### config.mk
export PLATFORM = sky130hd
export DESIGN_NAME = feedforward_pi_rudder_control_flat
export DESIGN_NICKNAME = d
export VERILOG_FILES = /design/src/design/fprc_pkg.sv /design/src/design/fprc_in_if.sv /design/src/design/fprc_out_if.sv /design/src/design/fprc_mac.sv /design/src/design/feedforward_pi_rudder_control.sv /design/src/flat_wrapper.sv
export SDC_FILE = /design/constraint.sdc
export NUM_CORES = 2
export LEC_CHECK = 0
export ABC_AREA = 1
export BUFFER_PORTS_ARGS = -buffer_cell sky130_fd_sc_hd__buf_2
export CAP_MARGIN = 15
export CORE_MARGIN = 4
export CORE_UTILIZATION = 51
export CTS_CLUSTER_SIZE = 14
export DETAILED_ROUTE_END_ITERATION = 7
export MAX_ROUTING_LAYER = met4
export PLACE_DENSITY_LB_ADDON = 0.1
export SKIP_LAST_GASP = 1
export SLEW_MARGIN = 30
export SYNTH_ARGS = -nofsm -noshare
export SYNTH_HDL_FRONTEND = slang
export SYNTH_SLANG_ARGS = --single-unit
### constraint.sdc
create_clock -name clk_i -period 14.2 [get_ports clk_i]
set_clock_uncertainty 0.15 [all_clocks]
set_input_delay 1.42 -clock clk_i [delete_from_list [all_inputs] [get_ports clk_i]]
set_output_delay 1.42 -clock clk_i [all_outputs]
set_load 0.02 [all_outputs]
### src/design/fprc_pkg.sv
`default_nettype none
package fprc_pkg;

  localparam int unsigned SIG_W  = 16;  // Q7.8 signal and gain width
  localparam int unsigned LIM_W  = 15;  // integral bound width
  localparam int unsigned ERR_W  = 17;  // target minus measured
  localparam int unsigned INT_W  = 24;  // stored integral, Q.16, bound below 2^23
  localparam int unsigned MA_W   = 17;  // multiplier operand a
  localparam int unsigned MB_W   = 24;  // multiplier operand b
  localparam int unsigned PROD_W = MA_W + MB_W;
  localparam int unsigned ACC_W  = 44;  // Q.24 total
  localparam int unsigned CMD_W  = ACC_W - 16;
  localparam int unsigned IDX_W  = 3;

  localparam logic [ACC_W-1:0] ROUND_HALF = ACC_W'(32768);

  // configuration register indexes
  localparam logic [IDX_W-1:0] REG_PROP_GAIN     = 3'd0;
  localparam logic [IDX_W-1:0] REG_INTEG_GAIN    = 3'd1;
  localparam logic [IDX_W-1:0] REG_FF_ACCEL_GAIN = 3'd2;
  localparam logic [IDX_W-1:0] REG_FF_AIL_GAIN   = 3'd3;
  localparam logic [IDX_W-1:0] REG_RUDDER_HIGH   = 3'd4;
  localparam logic [IDX_W-1:0] REG_RUDDER_LOW    = 3'd5;
  localparam logic [IDX_W-1:0] REG_INTEG_LIMIT   = 3'd6;
  localparam logic [IDX_W-1:0] REG_TARGET_ACCEL  = 3'd7;

  typedef enum logic [1:0] {
    ACC_HOLD,
    ACC_LOAD,     // acc = (prod << 8) + half LSB of Q.8
    ACC_ADD_SHL,  // acc += prod << 8
    ACC_ADD       // acc += prod
  } acc_op_e;

  typedef struct packed {
    logic    mul_en;
    acc_op_e acc_op;
  } fprc_ctrl_t;

endpackage
`default_nettype wire

### src/design/fprc_in_if.sv
`default_nettype none
interface fprc_in_if;
  logic               valid;
  logic               ready;
  logic signed [15:0] reference_accel;
  logic signed [15:0] aileron_angle;
  logic signed [15:0] measured_accel;
  logic        [15:0] elapsed_time;

  modport source (
    output valid, reference_accel, aileron_angle, measured_accel, elapsed_time,
    input  ready
  );
  modport sink (
    input  valid, reference_accel, aileron_angle, measured_accel, elapsed_time,
    output ready
  );
endinterface
`default_nettype wire

### src/design/fprc_out_if.sv
`default_nettype none
interface fprc_out_if;
  logic               valid;
  logic               ready;
  logic signed [15:0] rudder_command;
  logic               output_clamped;

  modport source (
    output valid, rudder_command, output_clamped,
    input  ready
  );
  modport sink (
    input  valid, rudder_command, output_clamped,
    output ready
  );
endinterface
`default_nettype wire

### src/design/fprc_mac.sv
`default_nettype none
module fprc_mac (
  input  wire logic                                 clk_i,
  input  wire fprc_pkg::fprc_ctrl_t                 ctrl_i,
  input  wire logic signed [fprc_pkg::MA_W-1:0]     a_i,
  input  wire logic signed [fprc_pkg::MB_W-1:0]     b_i,
  output      logic signed [fprc_pkg::PROD_W-1:0]   prod_o,
  output      logic signed [fprc_pkg::ACC_W-1:0]    acc_o
);
  import fprc_pkg::*;

  logic signed [PROD_W-1:0] prod_d, prod_q;
  logic signed [ACC_W-1:0]  acc_d, acc_q;
  logic        [ACC_W-1:0]  prod_shl, prod_ext;

  assign prod_d = a_i * b_i;

  // shifted products (gain times Q7.8 signal) stay below 2^32, so the top bits are pure sign
  assign prod_shl = {prod_q[ACC_W-9:0], 8'b0};
  assign prod_ext = {{(ACC_W-PROD_W){prod_q[PROD_W-1]}}, prod_q};

  always_comb begin
    case (ctrl_i.acc_op)
      ACC_LOAD:    acc_d = $signed(prod_shl + ROUND_HALF);
      ACC_ADD_SHL: acc_d = acc_q + $signed(prod_shl);
      ACC_ADD:     acc_d = acc_q + $signed(prod_ext);
      default:     acc_d = acc_q;
    endcase
  end

  always_ff @(posedge clk_i) begin
    if (ctrl_i.mul_en) begin
      prod_q <= prod_d;
    end
    acc_q <= acc_d;
  end

  assign prod_o = prod_q;
  assign acc_o  = acc_q;

endmodule
`default_nettype wire

### src/design/feedforward_pi_rudder_control.sv
// A request with nonzero elapsed time runs the sequencer through its product,
// accumulate and output steps; a held result stalls the sequencer in its output step.
// A request with zero elapsed time is taken and gives no result.
// A new request is taken only in idle, after the result of the last one is loaded;
// the single 17x24 multiplier computes the five products of a tick in turn.
// Reset: asynchronous, active low; configuration registers return to their defaults,
// the sequencer and the output valid clear, and the error integral clears to zero.
`default_nettype none
module feedforward_pi_rudder_control (
  input  wire logic                         clk_i,
  input  wire logic                         rst_ni,
  fprc_in_if.sink                           in_if,
  fprc_out_if.source                        out_if,
  input  wire logic                         cfg_we_i,
  input  wire logic [fprc_pkg::IDX_W-1:0]   cfg_idx_i,
  input  wire logic [fprc_pkg::SIG_W-1:0]   cfg_wdata_i
);
  import fprc_pkg::*;

  localparam logic [2:0] S_IDLE = 3'd0;
  localparam logic [2:0] S_MI   = 3'd1;  // err * dt
  localparam logic [2:0] S_INT  = 3'd2;  // integral update, ffa * ref
  localparam logic [2:0] S_F2   = 3'd3;  // ffl * ail
  localparam logic [2:0] S_P    = 3'd4;  // kp * err
  localparam logic [2:0] S_I    = 3'd5;  // ki * integral
  localparam logic [2:0] S_RND  = 3'd6;  // last accumulate
  localparam logic [2:0] S_OUT  = 3'd7;  // round, clamp, load output

  logic [2:0] state_q, state_d;

  // configuration
  logic signed [SIG_W-1:0] kp_q, ki_q, ffa_q, ffl_q, hi_q, lo_q, target_q;
  logic        [LIM_W-1:0] ilim_q;

  // captured request
  logic signed [SIG_W-1:0] ref_q, ail_q;
  logic        [SIG_W-1:0] dt_q;
  logic signed [ERR_W-1:0] err_q;

  logic signed [INT_W-1:0] integ_q, integ_d;

  logic                    out_valid_q;
  logic signed [SIG_W-1:0] out_cmd_q;
  logic                    out_clamped_q;

  fprc_ctrl_t               ctrl;
  logic signed [MA_W-1:0]   mul_a;
  logic signed [MB_W-1:0]   mul_b;
  logic signed [PROD_W-1:0] prod;
  logic signed [ACC_W-1:0]  acc;

  logic in_acc, out_load;

  assign in_if.ready = (state_q == S_IDLE);
  assign in_acc      = in_if.valid && in_if.ready;
  assign out_load    = (state_q == S_OUT) && (!out_valid_q || out_if.ready);

  always_ff @(posedge clk_i or negedge rst_ni) begin
    if (!rst_ni) begin
      kp_q     <= 16'sd128;
      ki_q     <= 16'sd26;
      ffa_q    <= 16'sd256;
      ffl_q    <= 16'sd256;
      hi_q     <= 16'sd256;
      lo_q     <= -16'sd256;
      ilim_q   <= 15'd2560;
      target_q <= '0;
    end else if (cfg_we_i) begin
      case (cfg_idx_i)
        REG_PROP_GAIN:     kp_q     <= cfg_wdata_i;
        REG_INTEG_GAIN:    ki_q     <= cfg_wdata_i;
        REG_FF_ACCEL_GAIN: ffa_q    <= cfg_wdata_i;
        REG_FF_AIL_GAIN:   ffl_q    <= cfg_wdata_i;
        REG_RUDDER_HIGH:   hi_q     <= cfg_wdata_i;
        REG_RUDDER_LOW:    lo_q     <= cfg_wdata_i;
        REG_INTEG_LIMIT:   ilim_q   <= cfg_wdata_i[LIM_W-1:0];
        REG_TARGET_ACCEL:  target_q <= cfg_wdata_i;
        default: ;
      endcase
    end
  end

  // sequencer
  always_comb begin
    state_d = state_q;
    case (state_q)
      S_IDLE:  if (in_acc && (in_if.elapsed_time != '0)) state_d = S_MI;
      S_MI:    state_d = S_INT;
      S_INT:   state_d = S_F2;
      S_F2:    state_d = S_P;
      S_P:     state_d = S_I;
      S_I:     state_d = S_RND;
      S_RND:   state_d = S_OUT;
      S_OUT:   if (out_load) state_d = S_IDLE;
      default: state_d = S_IDLE;
    endcase
  end

  always_ff @(posedge clk_i or negedge rst_ni) begin
    if (!rst_ni) begin
      state_q <= S_IDLE;
    end else begin
      state_q <= state_d;
    end
  end

  always_ff @(posedge clk_i) begin
    if (in_acc) begin
      ref_q <= in_if.reference_accel;
      ail_q <= in_if.aileron_angle;
      dt_q  <= in_if.elapsed_time;
      err_q <= ERR_W'(target_q) - ERR_W'(in_if.measured_accel);
    end
  end

  // operand select for the shared multiplier
  always_comb begin
    mul_a = '0;
    mul_b = '0;
    case (state_q)
      S_MI:  begin mul_a = err_q;       mul_b = $signed({8'b0, dt_q}); end
      S_INT: begin mul_a = MA_W'(ffa_q); mul_b = MB_W'(ref_q); end
      S_F2:  begin mul_a = MA_W'(ffl_q); mul_b = MB_W'(ail_q); end
      S_P:   begin mul_a = MA_W'(kp_q);  mul_b = MB_W'(err_q); end
      S_I:   begin mul_a = MA_W'(ki_q);  mul_b = integ_q; end
      default: ;
    endcase
  end

  always_comb begin
    ctrl.mul_en = (state_q == S_MI) || (state_q == S_INT) || (state_q == S_F2) ||
                  (state_q == S_P) || (state_q == S_I);
    case (state_q)
      S_F2:    ctrl.acc_op = ACC_LOAD;
      S_P:     ctrl.acc_op = ACC_ADD_SHL;
      S_I:     ctrl.acc_op = ACC_ADD_SHL;
      S_RND:   ctrl.acc_op = ACC_ADD;
      default: ctrl.acc_op = ACC_HOLD;
    endcase
  end

  fprc_mac u_mac (
    .clk_i  (clk_i),
    .ctrl_i (ctrl),
    .a_i    (mul_a),
    .b_i    (mul_b),
    .prod_o (prod),
    .acc_o  (acc)
  );

  // integral update: floor(err*dt / 256) added, then clamped to +/- limit
  logic signed [INT_W+1:0] integ_sum, lim_pos, lim_neg;

  assign integ_sum = (INT_W+2)'(integ_q) + prod[INT_W+9:8];
  assign lim_pos   = $signed({3'b0, ilim_q, 8'b0});
  assign lim_neg   = -lim_pos;

  always_comb begin
    if (integ_sum > lim_pos) begin
      integ_d = INT_W'(lim_pos);
    end else if (integ_sum < lim_neg) begin
      integ_d = INT_W'(lim_neg);
    end else begin
      integ_d = INT_W'(integ_sum);
    end
  end

  always_ff @(posedge clk_i or negedge rst_ni) begin
    if (!rst_ni) begin
      integ_q <= '0;
    end else if (state_q == S_INT) begin
      integ_q <= integ_d;
    end
  end

  // round half up is done by the half LSB preloaded into the accumulator
  logic signed [CMD_W-1:0] cmd, hi_ext, lo_ext;
  logic signed [SIG_W-1:0] cmd_sel;
  logic                    clamp_sel;

  assign cmd    = acc[ACC_W-1:16];
  assign hi_ext = CMD_W'(hi_q);
  assign lo_ext = CMD_W'(lo_q);

  always_comb begin
    if (cmd > hi_ext) begin
      cmd_sel   = hi_q;
      clamp_sel = 1'b1;
    end else if (cmd < lo_ext) begin
      cmd_sel   = lo_q;
      clamp_sel = 1'b1;
    end else begin
      cmd_sel   = cmd[SIG_W-1:0];
      clamp_sel = 1'b0;
    end
  end

  always_ff @(posedge clk_i or negedge rst_ni) begin
    if (!rst_ni) begin
      out_valid_q <= 1'b0;
    end else if (out_load) begin
      out_valid_q <= 1'b1;
    end else if (out_if.ready) begin
      out_valid_q <= 1'b0;
    end
  end

  always_ff @(posedge clk_i) begin
    if (out_load) begin
      out_cmd_q     <= cmd_sel;
      out_clamped_q <= clamp_sel;
    end
  end

  assign out_if.valid          = out_valid_q;
  assign out_if.rudder_command = out_cmd_q;
  assign out_if.output_clamped = out_clamped_q;

`ifndef SYNTHESIS
  a_zero_dt_drop: assert property (@(posedge clk_i) disable iff (!rst_ni)
    in_acc && (in_if.elapsed_time == '0) |=> (state_q == S_IDLE) && $stable(integ_q))
    else $error("zero elapsed time request started work or moved the integral");

  a_nonzero_starts: assert property (@(posedge clk_i) disable iff (!rst_ni)
    in_acc && (in_if.elapsed_time != '0) |=> (state_q == S_MI))
    else $error("request with elapsed time did not start the sequence");

  a_result_source: assert property (@(posedge clk_i) disable iff (!rst_ni)
    $rose(out_valid_q) |-> $past(state_q == S_OUT))
    else $error("result appeared without passing the output step");

  a_stall_holds: assert property (@(posedge clk_i) disable iff (!rst_ni)
    (state_q == S_OUT) && out_valid_q && !out_if.ready |=> (state_q == S_OUT))
    else $error("finished result dropped while output slot busy");

  a_clamp_value: assert property (@(posedge clk_i) disable iff (!rst_ni)
    out_valid_q && out_clamped_q |-> (out_cmd_q == hi_q) || (out_cmd_q == lo_q))
    else $error("clamped flag set on a value that is no rudder limit");
`endif

endmodule
`default_nettype wire
### src/flat_wrapper.sv
// flat-port wrapper written by rule: the top's interface ports become plain ports
module feedforward_pi_rudder_control_flat import fprc_pkg::*;
  (clk_i, rst_ni, cfg_we_i, cfg_idx_i, cfg_wdata_i, in_if_valid, in_if_reference_accel, in_if_aileron_angle, in_if_measured_accel, in_if_elapsed_time, in_if_ready, out_if_valid, out_if_rudder_command, out_if_output_clamped, out_if_ready);
  fprc_in_if in_if_i ();
  fprc_out_if out_if_i ();
  input  wire logic clk_i;
  input  wire logic rst_ni;
  input  wire logic cfg_we_i;
  input  wire logic [fprc_pkg::IDX_W-1:0] cfg_idx_i;
  input  wire logic [fprc_pkg::SIG_W-1:0] cfg_wdata_i;
  input wire logic [$bits(in_if_i.valid)-1:0] in_if_valid;
  input wire logic [$bits(in_if_i.reference_accel)-1:0] in_if_reference_accel;
  input wire logic [$bits(in_if_i.aileron_angle)-1:0] in_if_aileron_angle;
  input wire logic [$bits(in_if_i.measured_accel)-1:0] in_if_measured_accel;
  input wire logic [$bits(in_if_i.elapsed_time)-1:0] in_if_elapsed_time;
  output wire logic [$bits(in_if_i.ready)-1:0] in_if_ready;
  output wire logic [$bits(out_if_i.valid)-1:0] out_if_valid;
  output wire logic [$bits(out_if_i.rudder_command)-1:0] out_if_rudder_command;
  output wire logic [$bits(out_if_i.output_clamped)-1:0] out_if_output_clamped;
  input wire logic [$bits(out_if_i.ready)-1:0] out_if_ready;
  assign in_if_i.valid = in_if_valid;
  assign in_if_i.reference_accel = in_if_reference_accel;
  assign in_if_i.aileron_angle = in_if_aileron_angle;
  assign in_if_i.measured_accel = in_if_measured_accel;
  assign in_if_i.elapsed_time = in_if_elapsed_time;
  assign in_if_ready = in_if_i.ready;
  assign out_if_valid = out_if_i.valid;
  assign out_if_rudder_command = out_if_i.rudder_command;
  assign out_if_output_clamped = out_if_i.output_clamped;
  assign out_if_i.ready = out_if_ready;
  feedforward_pi_rudder_control u_core (.clk_i(clk_i), .rst_ni(rst_ni), .in_if(in_if_i), .out_if(out_if_i), .cfg_we_i(cfg_we_i), .cfg_idx_i(cfg_idx_i), .cfg_wdata_i(cfg_wdata_i));
endmodule
==> results.py <==
metrics = {
    "status": {
        "status": "complete, no violations",
    },
    "yosys": {
        "synth-xor-area-share": 0.0200,
        "syn_avg_cell_area_um2": 7.67,
        "synthCells": 5082,
        "async_flop_share": 0.481,
        "synth-edff-count": 167,
        "synthAdderAreaFrac": 0.308,
        "synth_seq_cells": 322,
        "synth_top_family_by_area": "adder cells",
        "synthFlopType": "edfxtp_1",
        "ys_seq_area_frac": 0.229,
        "synth_top_cell_by_area": "fa_1",
        "synth-compound-area-share": 0.112,
        "yosysWarnings": 0,
        "syn-num-nets": 5887,
        "synth.top_cell.area_share": 0.208,
        "synthesis.area_um2": 39000,
        "synth_simple_gate_area_frac": 0.221,
        "synthMuxAreaShare": 0,
        "synth_area_leaders": "fa_1 (21%), edfxtp_1 (13%), nand2_1 (11%)",
        "synth_cell_types": 59,
    },
    "timing": {
        "worstMarginPinSlew_ps": 864,
        "rsz0062_at_grt": "no",
        "hold_ws_ps": 333,
        "hold_viol": 0,
        "slew_violations": 0,
        "slew_headroom": 0.423,
        "setup_viol_count_final": 0,
        "period_share": 0.644,
        "fin_tns_setup_ps": 0,
        "clock.fmax_mhz": 109,
        "finalCriticalPeriod_ps": 9140,
    },
    "clock_network": {
        "clockBufferDepth": 3,
        "cts_htree_levels": 2,
        "cts_setup_buffers": 0,
        "hold_buffers": 0,
        "cts_root_buffer": "clkbuf_16",
        "clk_latency_ps": 590,
        "path_clk_slew_ps": 60,
        "cts_buffers": 40,
        "cts_tree": "done",
        "cts.sinks": 322,
        "cts_resized": 0,
    },
    "worst_setup_path": {
        "critical_path_required_ps": 14440,
        "crit_fanout": 38,
        "arrival_ps": 9380,
        "cpMostUsedCell": "fa_1",
        "cp_slowest_cell": "inv_1",
        "cp-end-kind": "flop",
        "crit_type": "reg2reg",
        "start_kind": "flop",
        "critPathMaxStageDelay_ps": 650,
    },
    "cells_and_area": {
        "drive_above_1_share": 0.0588,
        "nNetsFinal": 5945,
        "stdcell_count": 6150,
        "num_antenna_cells": 0,
        "synthToLayoutAreaGrowth_pct": 7.37,
    },
    "drt": {
        "viasPerCell": 5.56,
        "vias": 34200,
        "first_pass_iters": 6,
        "drc": 0,
        "drtIter0Drc": 2851,
        "drt-total-wl_mm": 129,
        "drt-wirelength-per-cell_um": 21.0,
        "antenna_left": 0,
    },
    "die": {
        "rows": 101,
        "die_w_um": 284,
        "die-area_um2": 80900,
        "die_h_um": 284,
        "floorplan.initialDensity": 0.514,
        "core_um2": 75800,
        "ios": 107,
    },
    "flow_run": {
        "drv_cap": 0,
    },
    "global_routing": {
        "grt_pass1_wl_mm": 200,
        "grt_start_max_net_pins": 82,
        "grtUsageTotal": 0.328,
        "grt_pass1_vias": 33800,
        "grt_overflow_total": 0,
        "antenna_found_initial": 1,
    },
    "placed_design": {
        "numPortBuffers": 106,
        "place_inst": 6076,
        "gp_congestion": 1.05,
        "dp_hpwl_mm": 104,
    },
    "min_path": {
        "hp-class": "reg2reg",
    },
}
==> cell type report <==
class,instances,area [µm²]
Fill cell,7427,34000
Tap cell,978,1220
Sequential cell,322,8910
Clock buffer,49,1060
Timing Repair Buffer,132,736
Multi-Input combinational cell,3654,25900
Inverter,990,3720
Clock inverter,25,338
==> Yosys cell counts (4+ instances only) <==
| cell type | count |
|---|---|
| o21ai_0 | 320 |
| a21oi_2 | 6 |
| o21ai_1 | 8 |
| nand3_2 | 5 |
| dfstp_2 | 17 |
| nor2_1 | 490 |
| nand2_1 | 1124 |
| a221oi_1 | 25 |
| o31ai_1 | 4 |
| xor2_1 | 61 |
| ha_1 | 312 |
| buf_4 | 6 |
| o21bai_1 | 25 |
| nand4_1 | 45 |
| nand3b_1 | 26 |
| inv_1 | 970 |
| inv_2 | 17 |
| nor4_1 | 15 |
| a21boi_0 | 9 |
| and2_1 | 21 |
| nand3_1 | 246 |
| nor2_2 | 9 |
| a21o_1 | 21 |
| o21a_1 | 8 |
| o221ai_1 | 4 |
| o22ai_1 | 14 |
| nand2_2 | 11 |
| or2_2 | 16 |
| a31oi_1 | 25 |
| buf_2 | 68 |
| o211ai_1 | 12 |
| nor3_1 | 44 |
| dfrtp_1 | 138 |
| clkbuf_1 | 39 |
| fa_1 | 405 |
| a21oi_1 | 281 |
| edfxtp_1 | 167 |
| xnor2_1 | 28 |
==> worst paths after layout <==
check | to | cells past startpoint | slack (ps) | from
worst max-delay path | u_core.u_mac.prod_o[29]$_DFFE_PP_ | 28 | 5060 | u_core.state_q[0]$_DFFE_PN0P_
min in group asynchronous | u_core.target_q[11]$_DFFE_PN0P_ | 1 | 720 | rst_ni
max in group asynchronous | u_core.integ_q[9]$_DFFE_PN0N_ | 2 | 12000 | rst_ni
worst max register to register | u_core.u_mac.prod_o[29]$_DFFE_PP_ | 28 | 5060 | u_core.state_q[0]$_DFFE_PN0P_
worst min-delay path | u_core.lo_q[5]$_DFFE_PN0P_ | 2 | 330 | u_core.lo_q[5]$_DFFE_PN0P_
worst min register to register | u_core.lo_q[5]$_DFFE_PN0P_ | 2 | 330 | u_core.lo_q[5]$_DFFE_PN0P_
==> routing by layer <==
metal  global-route usage  routed length [µm]
met4                0.114                5350
met1                0.440               56300
met2                0.515               58500
met3               0.0438                8830
met5                    -                   0
==> state kept, by name, summed over array words and instances (netlist names) <==
register and count:
u_core.u_mac.acc_o 44, u_core.u_mac.prod_o 41, u_core.integ_q 24, u_core.err_q 17, u_core.ail_q 16, u_core.dt_q 16, u_core.ffa_q 16, u_core.ffl_q 16
u_core.hi_q 16, u_core.ki_q 16, u_core.kp_q 16, u_core.lo_q 16, u_core.out_if.rudder_command 16, u_core.ref_q 16, u_core.target_q 16, u_core.ilim_q 15
u_core.state_q 3, u_core.out_if.output_clamped 1, u_core.out_if.valid 1
==> kinds of logic after synthesis <==
logic type,Yosys count
DFF,322
adders and majority gates,717
xor gates and xnor gates,89
and+or+nand+nor,2068
buffers and inverters,1106
AOI/OAI and AO/OA,780
==> critical path, delay by kind of cell, from the launching register on <==
family	cells	cell delay (ps)
fa+ha+maj	8	3770
compound gates	4	650
simple gates	8	1850
flops	1	410
buf+inv	7	1800
xor+xnor	1	270
==> through the flow <==
stage                     cell area [µm²]  setup slack (ps)   util
final                               41900              5060  0.552
after global routing                41900              4640  0.552
after CTS                           41900              5170  0.552
after detailed placement            40500              5170  0.533
after global placement              40400              5240  0.533
after floorplan                     39000              7160      -
==> layout by cell type (no fill, tap or decap), types with 6 or more instances in the layout <==
cell type  count
buf_2        105
nand2_2       16
inv_2         17
clkinv_1       7
nand2_1     1119
dfrtp_1      138
a21o_1        21
inv_1        970
buf_4         25
a31oi_1       25
nor4_1        15
or2_2         16
nand3b_1      26
a21oi_1      280
o21a_1         8
xor2_1        61
a221oi_1      25
nor2_1       487
dfstp_2       17
nor3_1        43
o21bai_1      25
o21ai_0      320
o21ai_1        8
and2_1        21
nor2_2         9
edfxtp_1     167
a21boi_0       9
a21oi_2        7
clkbuf_1       6
o22ai_1       14
o211ai_1      12
nand3_1      245
xnor2_1       28
fa_1         405
ha_1         312
nand4_1       45
clkbuf_16     40
Power is left out: the tool's default activity adds up to more than one toggle a clock period on the data nets, which glitch-free logic cannot reach.
